**src/hdl/eois_pkg.sv**
```systemverilog
package eois_pkg;

   // fixed field and datapath widths
   localparam int FIELD_BITS     = 16;
   localparam int INDEX_BITS     = 10;
   localparam int DIGIT_BITS     = 16;
   localparam int DIGIT_CNT_BITS = 3;
   localparam int SLOT_BITS      = 5;
   localparam int PC_BITS        = 7;

   // item kinds
   localparam logic [1:0] KIND_LOAD   = 2'd0;
   localparam logic [1:0] KIND_PLANE  = 2'd1;
   localparam logic [1:0] KIND_SPHERE = 2'd2;

   // micro-op codes
   localparam logic [3:0] OP_FETCH = 4'd0;   // read vertex sel into the vertex register
   localparam logic [3:0] OP_WRV   = 4'd1;   // write the latched point into vertex slot
   localparam logic [3:0] OP_DIFF  = 4'd2;   // dst = vertex[sel] - point[sel]
   localparam logic [3:0] OP_SUM   = 4'd3;   // dst = vertex[sel] + point[sel]
   localparam logic [3:0] OP_SUB   = 4'd4;   // dst = a - b
   localparam logic [3:0] OP_MSET  = 4'd5;   // acc = a * b
   localparam logic [3:0] OP_MADD  = 4'd6;   // acc += a * b
   localparam logic [3:0] OP_MSUB  = 4'd7;   // acc -= a * b
   localparam logic [3:0] OP_STORE = 4'd8;   // dst = acc
   localparam logic [3:0] OP_DONE  = 4'd9;   // report sign of acc, sel[0] flips it
   localparam logic [3:0] OP_END   = 4'd10;  // finish without a result

   // program entry points
   localparam logic [PC_BITS-1:0] PC_SPHERE = 7'd0;
   localparam logic [PC_BITS-1:0] PC_PLANE  = 7'd87;
   localparam logic [PC_BITS-1:0] PC_LOAD   = 7'd118;

   // scratch slot map
   localparam int SL_X  = 0;
   localparam int SL_Y  = 4;
   localparam int SL_Z  = 8;
   localparam int SL_W  = 12;
   localparam int SL_A  = 16;
   localparam int SL_B  = 22;
   localparam int SL_S  = 28;
   localparam int SL_R1 = 16;
   localparam int SL_R2 = 19;
   localparam int SL_C  = 22;

   typedef logic [SLOT_BITS-1:0] slot_type;

   typedef struct packed {
      logic [3:0] op;
      logic [1:0] sel;
      slot_type   dst;
      slot_type   src_a;
      slot_type   src_b;
   } uop_type;

   typedef struct packed {
      logic                      latch;
      logic                      issue;
      logic                      exec;
      uop_type                   uop;
      logic [DIGIT_CNT_BITS-1:0] digit;
   } cmd_type;

   typedef struct packed {
      logic neg;
      logic zero;
   } stat_type;

   function automatic uop_type mk(input logic [3:0] op, input int sel, input int dst,
                                  input int a, input int b);
      uop_type u;
      u.op    = op;
      u.sel   = 2'(sel);
      u.dst   = slot_type'(dst);
      u.src_a = slot_type'(a);
      u.src_b = slot_type'(b);
      return u;
   endfunction

   // micro-program: sphere query, plane query, vertex load
   function automatic uop_type ucode(input logic [PC_BITS-1:0] pc);
      uop_type u;
      case (pc)
         // sphere: per vertex i, x/y/z differences and w = sum (v+p)(v-p)
         7'd0:   u = mk(OP_FETCH, 0, 0, 0, 0);
         7'd1:   u = mk(OP_DIFF, 0, SL_X+0, 0, 0);
         7'd2:   u = mk(OP_DIFF, 1, SL_Y+0, 0, 0);
         7'd3:   u = mk(OP_DIFF, 2, SL_Z+0, 0, 0);
         7'd4:   u = mk(OP_SUM, 0, SL_S+0, 0, 0);
         7'd5:   u = mk(OP_SUM, 1, SL_S+1, 0, 0);
         7'd6:   u = mk(OP_SUM, 2, SL_S+2, 0, 0);
         7'd7:   u = mk(OP_MSET, 0, 0, SL_S+0, SL_X+0);
         7'd8:   u = mk(OP_MADD, 0, 0, SL_S+1, SL_Y+0);
         7'd9:   u = mk(OP_MADD, 0, 0, SL_S+2, SL_Z+0);
         7'd10:  u = mk(OP_STORE, 0, SL_W+0, 0, 0);
         7'd11:  u = mk(OP_FETCH, 1, 0, 0, 0);
         7'd12:  u = mk(OP_DIFF, 0, SL_X+1, 0, 0);
         7'd13:  u = mk(OP_DIFF, 1, SL_Y+1, 0, 0);
         7'd14:  u = mk(OP_DIFF, 2, SL_Z+1, 0, 0);
         7'd15:  u = mk(OP_SUM, 0, SL_S+0, 0, 0);
         7'd16:  u = mk(OP_SUM, 1, SL_S+1, 0, 0);
         7'd17:  u = mk(OP_SUM, 2, SL_S+2, 0, 0);
         7'd18:  u = mk(OP_MSET, 0, 0, SL_S+0, SL_X+1);
         7'd19:  u = mk(OP_MADD, 0, 0, SL_S+1, SL_Y+1);
         7'd20:  u = mk(OP_MADD, 0, 0, SL_S+2, SL_Z+1);
         7'd21:  u = mk(OP_STORE, 0, SL_W+1, 0, 0);
         7'd22:  u = mk(OP_FETCH, 2, 0, 0, 0);
         7'd23:  u = mk(OP_DIFF, 0, SL_X+2, 0, 0);
         7'd24:  u = mk(OP_DIFF, 1, SL_Y+2, 0, 0);
         7'd25:  u = mk(OP_DIFF, 2, SL_Z+2, 0, 0);
         7'd26:  u = mk(OP_SUM, 0, SL_S+0, 0, 0);
         7'd27:  u = mk(OP_SUM, 1, SL_S+1, 0, 0);
         7'd28:  u = mk(OP_SUM, 2, SL_S+2, 0, 0);
         7'd29:  u = mk(OP_MSET, 0, 0, SL_S+0, SL_X+2);
         7'd30:  u = mk(OP_MADD, 0, 0, SL_S+1, SL_Y+2);
         7'd31:  u = mk(OP_MADD, 0, 0, SL_S+2, SL_Z+2);
         7'd32:  u = mk(OP_STORE, 0, SL_W+2, 0, 0);
         7'd33:  u = mk(OP_FETCH, 3, 0, 0, 0);
         7'd34:  u = mk(OP_DIFF, 0, SL_X+3, 0, 0);
         7'd35:  u = mk(OP_DIFF, 1, SL_Y+3, 0, 0);
         7'd36:  u = mk(OP_DIFF, 2, SL_Z+3, 0, 0);
         7'd37:  u = mk(OP_SUM, 0, SL_S+0, 0, 0);
         7'd38:  u = mk(OP_SUM, 1, SL_S+1, 0, 0);
         7'd39:  u = mk(OP_SUM, 2, SL_S+2, 0, 0);
         7'd40:  u = mk(OP_MSET, 0, 0, SL_S+0, SL_X+3);
         7'd41:  u = mk(OP_MADD, 0, 0, SL_S+1, SL_Y+3);
         7'd42:  u = mk(OP_MADD, 0, 0, SL_S+2, SL_Z+3);
         7'd43:  u = mk(OP_STORE, 0, SL_W+3, 0, 0);
         // sphere: a_k = x_i*y_j - x_j*y_i
         7'd44:  u = mk(OP_MSET, 0, 0, SL_X+0, SL_Y+1);
         7'd45:  u = mk(OP_MSUB, 0, 0, SL_X+1, SL_Y+0);
         7'd46:  u = mk(OP_STORE, 0, SL_A+0, 0, 0);
         7'd47:  u = mk(OP_MSET, 0, 0, SL_X+0, SL_Y+2);
         7'd48:  u = mk(OP_MSUB, 0, 0, SL_X+2, SL_Y+0);
         7'd49:  u = mk(OP_STORE, 0, SL_A+1, 0, 0);
         7'd50:  u = mk(OP_MSET, 0, 0, SL_X+0, SL_Y+3);
         7'd51:  u = mk(OP_MSUB, 0, 0, SL_X+3, SL_Y+0);
         7'd52:  u = mk(OP_STORE, 0, SL_A+2, 0, 0);
         7'd53:  u = mk(OP_MSET, 0, 0, SL_X+1, SL_Y+2);
         7'd54:  u = mk(OP_MSUB, 0, 0, SL_X+2, SL_Y+1);
         7'd55:  u = mk(OP_STORE, 0, SL_A+3, 0, 0);
         7'd56:  u = mk(OP_MSET, 0, 0, SL_X+1, SL_Y+3);
         7'd57:  u = mk(OP_MSUB, 0, 0, SL_X+3, SL_Y+1);
         7'd58:  u = mk(OP_STORE, 0, SL_A+4, 0, 0);
         7'd59:  u = mk(OP_MSET, 0, 0, SL_X+2, SL_Y+3);
         7'd60:  u = mk(OP_MSUB, 0, 0, SL_X+3, SL_Y+2);
         7'd61:  u = mk(OP_STORE, 0, SL_A+5, 0, 0);
         // sphere: b_k = z_i*w_j - z_j*w_i, wide operand first
         7'd62:  u = mk(OP_MSET, 0, 0, SL_W+1, SL_Z+0);
         7'd63:  u = mk(OP_MSUB, 0, 0, SL_W+0, SL_Z+1);
         7'd64:  u = mk(OP_STORE, 0, SL_B+0, 0, 0);
         7'd65:  u = mk(OP_MSET, 0, 0, SL_W+2, SL_Z+0);
         7'd66:  u = mk(OP_MSUB, 0, 0, SL_W+0, SL_Z+2);
         7'd67:  u = mk(OP_STORE, 0, SL_B+1, 0, 0);
         7'd68:  u = mk(OP_MSET, 0, 0, SL_W+3, SL_Z+0);
         7'd69:  u = mk(OP_MSUB, 0, 0, SL_W+0, SL_Z+3);
         7'd70:  u = mk(OP_STORE, 0, SL_B+2, 0, 0);
         7'd71:  u = mk(OP_MSET, 0, 0, SL_W+2, SL_Z+1);
         7'd72:  u = mk(OP_MSUB, 0, 0, SL_W+1, SL_Z+2);
         7'd73:  u = mk(OP_STORE, 0, SL_B+3, 0, 0);
         7'd74:  u = mk(OP_MSET, 0, 0, SL_W+3, SL_Z+1);
         7'd75:  u = mk(OP_MSUB, 0, 0, SL_W+1, SL_Z+3);
         7'd76:  u = mk(OP_STORE, 0, SL_B+4, 0, 0);
         7'd77:  u = mk(OP_MSET, 0, 0, SL_W+3, SL_Z+2);
         7'd78:  u = mk(OP_MSUB, 0, 0, SL_W+2, SL_Z+3);
         7'd79:  u = mk(OP_STORE, 0, SL_B+5, 0, 0);
         // sphere: determinant
         7'd80:  u = mk(OP_MSET, 0, 0, SL_B+5, SL_A+0);
         7'd81:  u = mk(OP_MSUB, 0, 0, SL_B+4, SL_A+1);
         7'd82:  u = mk(OP_MADD, 0, 0, SL_B+3, SL_A+2);
         7'd83:  u = mk(OP_MADD, 0, 0, SL_B+2, SL_A+3);
         7'd84:  u = mk(OP_MSUB, 0, 0, SL_B+1, SL_A+4);
         7'd85:  u = mk(OP_MADD, 0, 0, SL_B+0, SL_A+5);
         7'd86:  u = mk(OP_DONE, 0, 0, 0, 0);
         // plane: d_i = v_i - p
         7'd87:  u = mk(OP_FETCH, 0, 0, 0, 0);
         7'd88:  u = mk(OP_DIFF, 0, SL_X+0, 0, 0);
         7'd89:  u = mk(OP_DIFF, 1, SL_Y+0, 0, 0);
         7'd90:  u = mk(OP_DIFF, 2, SL_Z+0, 0, 0);
         7'd91:  u = mk(OP_FETCH, 1, 0, 0, 0);
         7'd92:  u = mk(OP_DIFF, 0, SL_X+1, 0, 0);
         7'd93:  u = mk(OP_DIFF, 1, SL_Y+1, 0, 0);
         7'd94:  u = mk(OP_DIFF, 2, SL_Z+1, 0, 0);
         7'd95:  u = mk(OP_FETCH, 2, 0, 0, 0);
         7'd96:  u = mk(OP_DIFF, 0, SL_X+2, 0, 0);
         7'd97:  u = mk(OP_DIFF, 1, SL_Y+2, 0, 0);
         7'd98:  u = mk(OP_DIFF, 2, SL_Z+2, 0, 0);
         // plane: rows r1 = d1 - d0, r2 = d2 - d0, r0 taken as d0
         7'd99:  u = mk(OP_SUB, 0, SL_R1+0, SL_X+1, SL_X+0);
         7'd100: u = mk(OP_SUB, 0, SL_R1+1, SL_Y+1, SL_Y+0);
         7'd101: u = mk(OP_SUB, 0, SL_R1+2, SL_Z+1, SL_Z+0);
         7'd102: u = mk(OP_SUB, 0, SL_R2+0, SL_X+2, SL_X+0);
         7'd103: u = mk(OP_SUB, 0, SL_R2+1, SL_Y+2, SL_Y+0);
         7'd104: u = mk(OP_SUB, 0, SL_R2+2, SL_Z+2, SL_Z+0);
         // plane: cofactors
         7'd105: u = mk(OP_MSET, 0, 0, SL_R1+1, SL_R2+2);
         7'd106: u = mk(OP_MSUB, 0, 0, SL_R2+1, SL_R1+2);
         7'd107: u = mk(OP_STORE, 0, SL_C+0, 0, 0);
         7'd108: u = mk(OP_MSET, 0, 0, SL_R2+1, SL_Z+0);
         7'd109: u = mk(OP_MSUB, 0, 0, SL_Y+0, SL_R2+2);
         7'd110: u = mk(OP_STORE, 0, SL_C+1, 0, 0);
         7'd111: u = mk(OP_MSET, 0, 0, SL_Y+0, SL_R1+2);
         7'd112: u = mk(OP_MSUB, 0, 0, SL_R1+1, SL_Z+0);
         7'd113: u = mk(OP_STORE, 0, SL_C+2, 0, 0);
         // plane: determinant, sign flipped since r0 = -d0
         7'd114: u = mk(OP_MSET, 0, 0, SL_C+0, SL_X+0);
         7'd115: u = mk(OP_MADD, 0, 0, SL_C+1, SL_R1+0);
         7'd116: u = mk(OP_MADD, 0, 0, SL_C+2, SL_R2+0);
         7'd117: u = mk(OP_DONE, 1, 0, 0, 0);
         // vertex load
         7'd118: u = mk(OP_WRV, 0, 0, 0, 0);
         default: u = mk(OP_END, 0, 0, 0, 0);
      endcase
      return u;
   endfunction

endpackage

```
**src/hdl/eois_ctrl.sv**
```systemverilog
module eois_ctrl #(
   parameter int COORD_BITS = 16
) (
   input  logic               clock,
   input  logic               reset,
   input  logic               req_tvalid,
   input  logic [1:0]         req_kind,
   output logic               req_tready,
   output logic               rsp_tvalid,
   input  logic               rsp_tready,
   output logic [1:0]         rsp_side,
   output logic               rsp_was_sphere,
   output eois_pkg::cmd_type  cmd,
   input  eois_pkg::stat_type stat
);
   import eois_pkg::*;

   localparam int ND = (2 * COORD_BITS + 3 + DIGIT_BITS - 1) / DIGIT_BITS;

   localparam logic [1:0] ST_IDLE   = 2'd0;
   localparam logic [1:0] ST_ISSUE  = 2'd1;
   localparam logic [1:0] ST_EXEC   = 2'd2;
   localparam logic [1:0] ST_FINISH = 2'd3;

   localparam logic [1:0] SIDE_ZERO = 2'b00;
   localparam logic [1:0] SIDE_POS  = 2'b01;
   localparam logic [1:0] SIDE_NEG  = 2'b11;

   logic [1:0]                state_ff, state_in;
   logic [PC_BITS-1:0]        pc_ff, pc_in;
   logic [DIGIT_CNT_BITS-1:0] digit_ff, digit_in;
   logic                      sphere_ff, sphere_in;
   logic                      rsp_valid_ff, rsp_valid_in;
   logic [1:0]                side_ff, side_in;
   logic                      was_sphere_ff, was_sphere_in;

   uop_type                   uop;
   logic                      accept;
   logic                      is_mul;

   assign uop    = ucode(pc_ff);
   assign accept = (state_ff == ST_IDLE) && req_tvalid;
   assign is_mul = (uop.op == OP_MSET || uop.op == OP_MADD || uop.op == OP_MSUB);

   // sequencer
   always_comb begin
      state_in      = state_ff;
      pc_in         = pc_ff;
      digit_in      = digit_ff;
      sphere_in     = sphere_ff;
      rsp_valid_in  = rsp_valid_ff && !rsp_tready;
      side_in       = side_ff;
      was_sphere_in = was_sphere_ff;
      case (state_ff)
         ST_IDLE: begin
            if (accept) begin
               case (req_kind)
                  KIND_LOAD: begin
                     pc_in    = PC_LOAD;
                     state_in = ST_ISSUE;
                  end
                  KIND_PLANE: begin
                     pc_in     = PC_PLANE;
                     sphere_in = 1'b0;
                     state_in  = ST_ISSUE;
                  end
                  KIND_SPHERE: begin
                     pc_in     = PC_SPHERE;
                     sphere_in = 1'b1;
                     state_in  = ST_ISSUE;
                  end
                  default: begin
                     state_in = ST_IDLE;
                  end
               endcase
            end
         end
         ST_ISSUE: begin
            if (uop.op == OP_DONE) begin
               state_in = ST_FINISH;
            end else if (uop.op == OP_END) begin
               state_in = ST_IDLE;
            end else begin
               digit_in = '0;
               state_in = ST_EXEC;
            end
         end
         ST_EXEC: begin
            if (is_mul && digit_ff != DIGIT_CNT_BITS'(ND - 1)) begin
               digit_in = digit_ff + 1'b1;
            end else begin
               pc_in    = pc_ff + 1'b1;
               state_in = ST_ISSUE;
            end
         end
         ST_FINISH: begin
            if (!rsp_valid_ff || rsp_tready) begin
               rsp_valid_in  = 1'b1;
               was_sphere_in = sphere_ff;
               if (stat.zero) begin
                  side_in = SIDE_ZERO;
               end else if (stat.neg ^ uop.sel[0]) begin
                  side_in = SIDE_NEG;
               end else begin
                  side_in = SIDE_POS;
               end
               state_in = ST_IDLE;
            end
         end
         default: begin
            state_in = ST_IDLE;
         end
      endcase
   end

   always_ff @(posedge clock) begin
      if (reset) begin
         state_ff     <= ST_IDLE;
         rsp_valid_ff <= 1'b0;
         pc_ff        <= '0;
         digit_ff     <= '0;
      end else begin
         state_ff     <= state_in;
         rsp_valid_ff <= rsp_valid_in;
         pc_ff        <= pc_in;
         digit_ff     <= digit_in;
      end
   end

   always_ff @(posedge clock) begin
      sphere_ff     <= sphere_in;
      side_ff       <= side_in;
      was_sphere_ff <= was_sphere_in;
   end

   // datapath commands
   assign cmd.latch = accept;
   assign cmd.issue = (state_ff == ST_ISSUE);
   assign cmd.exec  = (state_ff == ST_EXEC);
   assign cmd.uop   = uop;
   assign cmd.digit = digit_ff;

   assign req_tready     = (state_ff == ST_IDLE);
   assign rsp_tvalid     = rsp_valid_ff;
   assign rsp_side       = side_ff;
   assign rsp_was_sphere = was_sphere_ff;

endmodule

```
**config.mk**
```make
export PLATFORM = sky130hd
export DESIGN_NAME = eois_ctrl
export DESIGN_NICKNAME = d
export VERILOG_FILES = /design/src/hdl/eois_pkg.sv /design/src/hdl/eois_ctrl.sv
export SDC_FILE = /design/constraint.sdc
export NUM_CORES = 1
export LEC_CHECK = 0
export BUFFER_PORTS_ARGS = -buffer_cell sky130_fd_sc_hd__buf_4
export CAP_MARGIN = 30
export CORE_UTILIZATION = 62
export CTS_BUF_LIST = sky130_fd_sc_hd__clkbuf_4
export DETAILED_ROUTE_END_ITERATION = 16
export PLACE_DENSITY_LB_ADDON = 0.12
export SYNTH_ARGS = -nofsm -noshare
export SYNTH_HDL_FRONTEND = slang
export SYNTH_SLANG_ARGS = --single-unit
```
**constraint.sdc**
```tcl
create_clock -name clock -period 4.6 [get_ports clock]
set_input_delay 0.69 -clock clock [delete_from_list [all_inputs] [get_ports clock]]
set_output_delay 0.69 -clock clock [all_outputs]
set_load 0.01 [all_outputs]
```
# After elaboration in Yosys (flattened, before gate mapping)
# Memories as Yosys holds them, arrays and structs flattened. A register that Yosys moved wholly into a read port is not among the register bits.
# Cells that the tools add are included.
# W data, S select, Z words.
# word_totals
elab_cells,69
output_inout_bits,32
latchBits,0
input_bits,8
mem_bits_rw,0
register_bits,17
rom_bits,2688
mem_count,1
# memory_table
name,words,word_bits,rd,rd_ports_with_merged_regs,wr,line_no,text
(no name shown),128,21,1,1,0,eois_pkg.sv:83,case (pc)
# op_classes
eq_ne,18
mux,21
addsub,2
n_reduce_logical,19
div_mod_pow,0
order_cmp,0
shifts,0
bitwise,1
mul,0
# op_table
cell,n
$mux W7,4
$pmux W7 S3,1
$pmux W7 S2,1
$eq A4 B3 Y1 const B,3
$mux W2,6
$mux W3,3
$eq A4 B4 Y1 const B,2
$ne A2 B2 Y1 const B,4
$pmux W2 S4,1
$reduce_and A4 Y1,2
$add A7 B1 Y7 const B,1
$eq A2 B2 Y1 const B,3
$pmux W3 S2,1
$reduce_and A3 Y1,2
$reduce_bool A2 Y1,3
$eq A2 B1 Y1 const B,2
$logic_not A2 Y1,2
$ne A2 B1 Y1 const B,2
$ne A4 B1 Y1 const B,1
$add A3 B1 Y3 const B,1
$logic_and A1 B1 Y1,3
$logic_or A1 B1 Y1,3
$mux W1,3
$ne A3 B2 Y1 const B,1
5 further kinds,6

# Logic depth before layout (Yosys ltp)
# depth
depth_word,8
ltp_mapped,17
ltp_nobuf,13

# Worst setup path after synthesis
# OpenSTA, ideal clock, no wires.
# synth_path
path_type,in2reg
startpoint,input req_kind[0]
endpoint,"register, netlist name uop[20]"
t_arrival_ns,3.679
t_required_ns,4.470
path_slack_ns,0.791
setup_time_ns,0.130
n_path_buf,3
path_stages,15
cell_sequence,inv_1 -> ha_1 -> o21ai_1 -> a21o_1 -> buf_2 -> a2111o_1 -> o211ai_1 -> clkbuf_1 -> ha_1 -> clkbuf_1 -> a22o_1 -> a22oi_1 -> o221ai_1 -> o221ai_1 -> o31ai_1
# synth_between
elab_chain_len,6
elab_cells_between_ends,10
classes_between,eq/ne: 3; mux: 5; reduce/logical: 2
# synth_lines
element,line_no,text
"start, declared",eois_ctrl.sv:7,"input logic [1:0] req_kind,"
"$eq A2 B2 Y1, or another cell as far along",eois_ctrl.sv:57,case (req_kind)
$pmux W7 S3,eois_ctrl.sv:57,
$mux W7,eois_ctrl.sv:56,if (accept) begin
$pmux W7 S2,eois_ctrl.sv:54,case (state_ff)
$mux W7 (no line) (*) (2 in a row),--,
# Every way passes the cells marked *; elsewhere a longest branch is shown, timed or not. The select of a mux whose other input is x is not followed.
# A chain may end at the register's enable or synchronous reset.

# Worst setup path in the final report
# layout_path
startpoint,register state_ff[1]
endpoint,"register, netlist name uop[5]"
# layout_between
elab_chain_len,6
elab_cells_between_ends,11
classes_between,eq/ne: 4; mux: 3; reduce/logical: 4
# layout_lines
element,line_no,text
"start, declared",eois_ctrl.sv:29,"logic [1:0] state_ff, state_in;"
"start signal, assigned",eois_ctrl.sv:123,state_ff <= state_in;
$logic_not A2 Y1,"eois_ctrl.sv:42, eois_ctrl.sv:54",
$logic_and A1 B1 Y1,eois_ctrl.sv:42,assign accept = (state_ff == ST_IDLE) && req_tvalid;
$ne A2 B1 Y1 (no line),--,
$reduce_and A4 Y1 (no line),--,
$mux W7 (no line) (*) (2 in a row),--,
# Every way passes the cells marked *; elsewhere a longest branch is shown, timed or not.

==> impl.org <==
** Run status
- Result of the run :: complete, no violations

** Power and ir drop
- Clock group share of total power :: 22.9%
- Dividing total power by cell area gives a power density of 319 nW/µm².
- For this design the static power due to leakage is 1.68 nW.
- Sequential cell fraction of total power :: 30.1%
- Maximum ir drop on the vdd rail :: 0.176 mV
- Cell internal power was estimated by the tool at 0.783 mW.
- Fraction of power consumed by combinational cells :: 47.0%
- The analysis attributes to net switching a power of 0.603 mW.
- Overall power consumption :: 1.39 mW
- Sw Ratio :: 43.5%

** Yosys
- Post-synthesis cell count :: 557
- Share of flip-flops with an asynchronous set or reset after synthesis :: 0%
- Number of enable flip-flop cells after synthesis :: 4
- Top_reg_cell synth :: sky130_fd_sc_hd__dfxtp_1
- Yosys printed 0 warnings.
- Number of synthesized register bits :: 38
- A synthesized cell averages 7.10 µm².
- The synthesized netlist contains 80 unique library cells.
- Area of the mapped netlist :: 3960 µm²
- Post-Syn Nets :: 585
- Summing the sequential cell areas from Yosys gives 20.2% of the chip area.

** Critical path
- Worst EP arrival :: 4.42 ns
- Setup slack on the worst reg-to-reg path comes out at 0.51 ns.
- The worst setup path is launched from a flop.
- Required arrival time at the worst endpoint :: 4.93 ns
- Highest fanout seen on the critical path :: 17
- The startpoint identified for the worst register-to-register timing path is state_ff[1].
- STA classifies the critical path endpoint as a flop.
- Walking the worst path, the cells encountered are nand2b_2, nor4_4, nor2_1, o32ai_2, ha_1, nand2_1, o21ai_0, a221oi_1, a22oi_1.
- Delay contributed by the slowest stage of the critical path :: 0.76 ns
- In this run the worst setup path begins at state_ff[1].
- CP max-delay cell :: sky130_fd_sc_hd__ha_1
- The worst setup path is of the reg2reg kind.
- In this design, the largest share of critical-path delay is due to compound AO/OA/AOI/OAI gates.
- Buf/Inv on CP :: 0

** STA
- Setup slack on the critical path of the routed design comes to 0.508 ns.
- Setup violation total in the final timing report :: 0
- Tmin final :: 4.09 ns
- Final Skew :: 0.0222 ns
- Transition at the pin with the smallest max-transition slack :: 0.862 ns
- Final total negative setup slack :: 0 ns
- Fraction of the cycle the final worst path needs :: 89.0%
- Timing would allow up to 244 MHz.
- Hold Vio Cnt, Final :: 0
- Worst slew slack as a fraction of its limit :: 41.9%
- Number of max-slew violations in the final report :: 0
- Setup repair after global routing left no endpoint under its margin.

** Clock network
- Cts-stage hold buffer count :: 0
- Clock latency on the worst-skew pair, taken at its later pin, is 0.39 ns.
- Number of sinks on the clock net :: 38
- TritonCTS built the clock tree.
- Gates resized during post-CTS repair numbered 0.
- Post-CTS repair timing setup buffer count :: 0
- Maximum number of buffers from clock root to sink :: 2
- Number of clock buffers inserted by TritonCTS :: 5
- The tree is rooted in a sky130_fd_sc_hd__clkbuf_4.
- Clock slew seen by the registers of the worst setup and hold paths :: 0.16 ns
- CTS built an H-tree with a depth of 2.

** Global routing
- Global routing used 48.4% of the available tracks across all layers.
- Number of global-route vias before repair :: 4419
- Congestion Overflow GR :: 0
- The initial antenna violation count came to 0.
- Pin count of the biggest net entering global routing :: 47
- Wire length of the first global-routing pass :: 24000 µm

** Placed design
- Detailed placer's ending HPWL :: 10400 µm
- Prior to clock tree synthesis, the placed netlist has a worst setup slack of 0.510 ns.
- At the end of routability-driven placement, the weighted congestion stood at 1.11.
- Port buffer count :: 39

** Cells and area
- FF/Latch Area :: 801 µm²
- After the last flow step, the layout net total stands at 595.
- Synthesis-to-layout area growth :: 9.93%
- Leaving out fill and tap cells, the most frequent cell in the layout is sky130_fd_sc_hd__buf_4.
- The post-route netlist has 15.7% of its cells at a drive strength greater than 1.
- Total area of multi-input combinational cells :: 2830 µm²
- Filler Cells Inserted :: 518
- In the layout the commonest cells are sky130_fd_sc_hd__buf_4, sky130_fd_sc_hd__nor2_1, sky130_fd_sc_hd__nand2_1.
- Cells fill 72.2% of the core in the end.
- Inserted Diodes :: 0

** Route
- In this run the remaining antenna-violating nets after routing total 0.
- Detailed-route vias per instance :: 7.77
- For this block, the initial DRC count from the detailed router was 827.
- After detailed routing, the total wire length is 15700 µm.
- First-pass iteration count of the detailed router :: 9
- After detailed routing, the number of remaining DRC violations is 0.
- Mean routed wirelength per cell :: 24.3 µm
- Vias after detailed routing :: 4999

** Floorplanning
- Die span in x :: 81.9 µm
- IO Pins :: 40
- Effective utilization at floorplan :: 65.6%
- Core outline area :: 6030 µm²
- Vertical die dimension :: 81.9 µm
- Rows :: 28
- The die covers 6700 µm².

** Min path
- The worst hold path begins at sphere_ff.
- HP Class :: reg2reg

** Job
- The tool flagged a number of max-cap violations equal to 0.
## state kept, by name, summed over array words and instances (netlist names)
register,cells
uop,21
pc_ff,7
digit_ff,3
rsp_side,2
state_ff,2
rsp_tvalid,1
rsp_was_sphere,1
sphere_ff,1
## cells by family (layout without fill, tap and decap cells)
family,Yosys count,after routing,synth area share [%]
simple gates,198,198,24.7
buf+inv,73,84,8.23
fa+ha+maj,20,20,6.33
flops,38,38,20.2
compound gates,213,213,36.8
xor+xnor,4,4,0.886
mux,11,11,2.82
## path summary, 6_finish.rpt
check | end | depth (start not counted)
setup / recovery | uop[5] | 9
hold / removal | rsp_was_sphere | 0
setup reg to reg | uop[5] | 9
hold reg to reg | rsp_was_sphere | 0
## cell type report
class | count | area share, %
Sequential cell | 38 | 18.4
Clock buffer | 5 | 0.863
Clock inverter | 3 | 1.58
Timing Repair Buffer | 58 | 10.3
Inverter | 18 | 1.61
Multi-Input combinational cell | 446 | 65.1
Tap cell | 75 | 2.16
## cell usage after synthesis, types with 9 or more instances
cell | instances | area share, %
sky130_fd_sc_hd__a211oi_1 | 14 | 2.7
sky130_fd_sc_hd__a21oi_1 | 45 | 5.7
sky130_fd_sc_hd__a31oi_1 | 12 | 1.9
sky130_fd_sc_hd__and3_1 | 9 | 1.4
sky130_fd_sc_hd__buf_2 | 21 | 2.7
sky130_fd_sc_hd__clkbuf_1 | 24 | 2.3
sky130_fd_sc_hd__dfxtp_1 | 34 | 17
sky130_fd_sc_hd__ha_1 | 20 | 6.3
sky130_fd_sc_hd__inv_1 | 10 | 0.95
sky130_fd_sc_hd__mux2i_1 | 10 | 2.5
sky130_fd_sc_hd__nand2_1 | 55 | 5.2
sky130_fd_sc_hd__nand3_1 | 20 | 2.5
sky130_fd_sc_hd__nor2_1 | 56 | 5.3
sky130_fd_sc_hd__nor3_1 | 12 | 1.5
sky130_fd_sc_hd__o211ai_1 | 10 | 1.9
sky130_fd_sc_hd__o21ai_0 | 33 | 4.2
sky130_fd_sc_hd__o21ai_1 | 14 | 1.8
sky130_fd_sc_hd__o221ai_1 | 9 | 2.0
## layer usage
layer  track usage [%]  share of wire [%]  up-vias
met4              29.6                7.3        0
met3              13.1                 15      151
met2              74.5                 42      502
met5                 0                  0        -
li1                  -                  -     2108
met1              59.6                 36     2238
## power by group through the flow
| stage | Sequential (mW) | Clock [mW] | Combinational, mW |
|---|---|---|---|
| after CTS | 0.415 | 0.311 | 0.617 |
| final | 0.417 | 0.317 | 0.652 |
| after global placement | 0.419 | 0 | 0.609 |
| after floorplan | 0.430 | 0 | 0.394 |
| after detailed placement | 0.423 | 0 | 0.613 |
| after global routing | 0.420 | 0.327 | 0.684 |
## through the flow
stage,instance area [µm²],instances,hold slack (ns)
final,4350,643,0.484
after global routing,4350,643,0.488
after CTS,4350,643,0.476
after detailed placement,4240,635,0.449
after global placement,4240,635,0.446
after floorplan,3960,557,0.400
No activity file was read; power rests on OpenSTA's default activity.
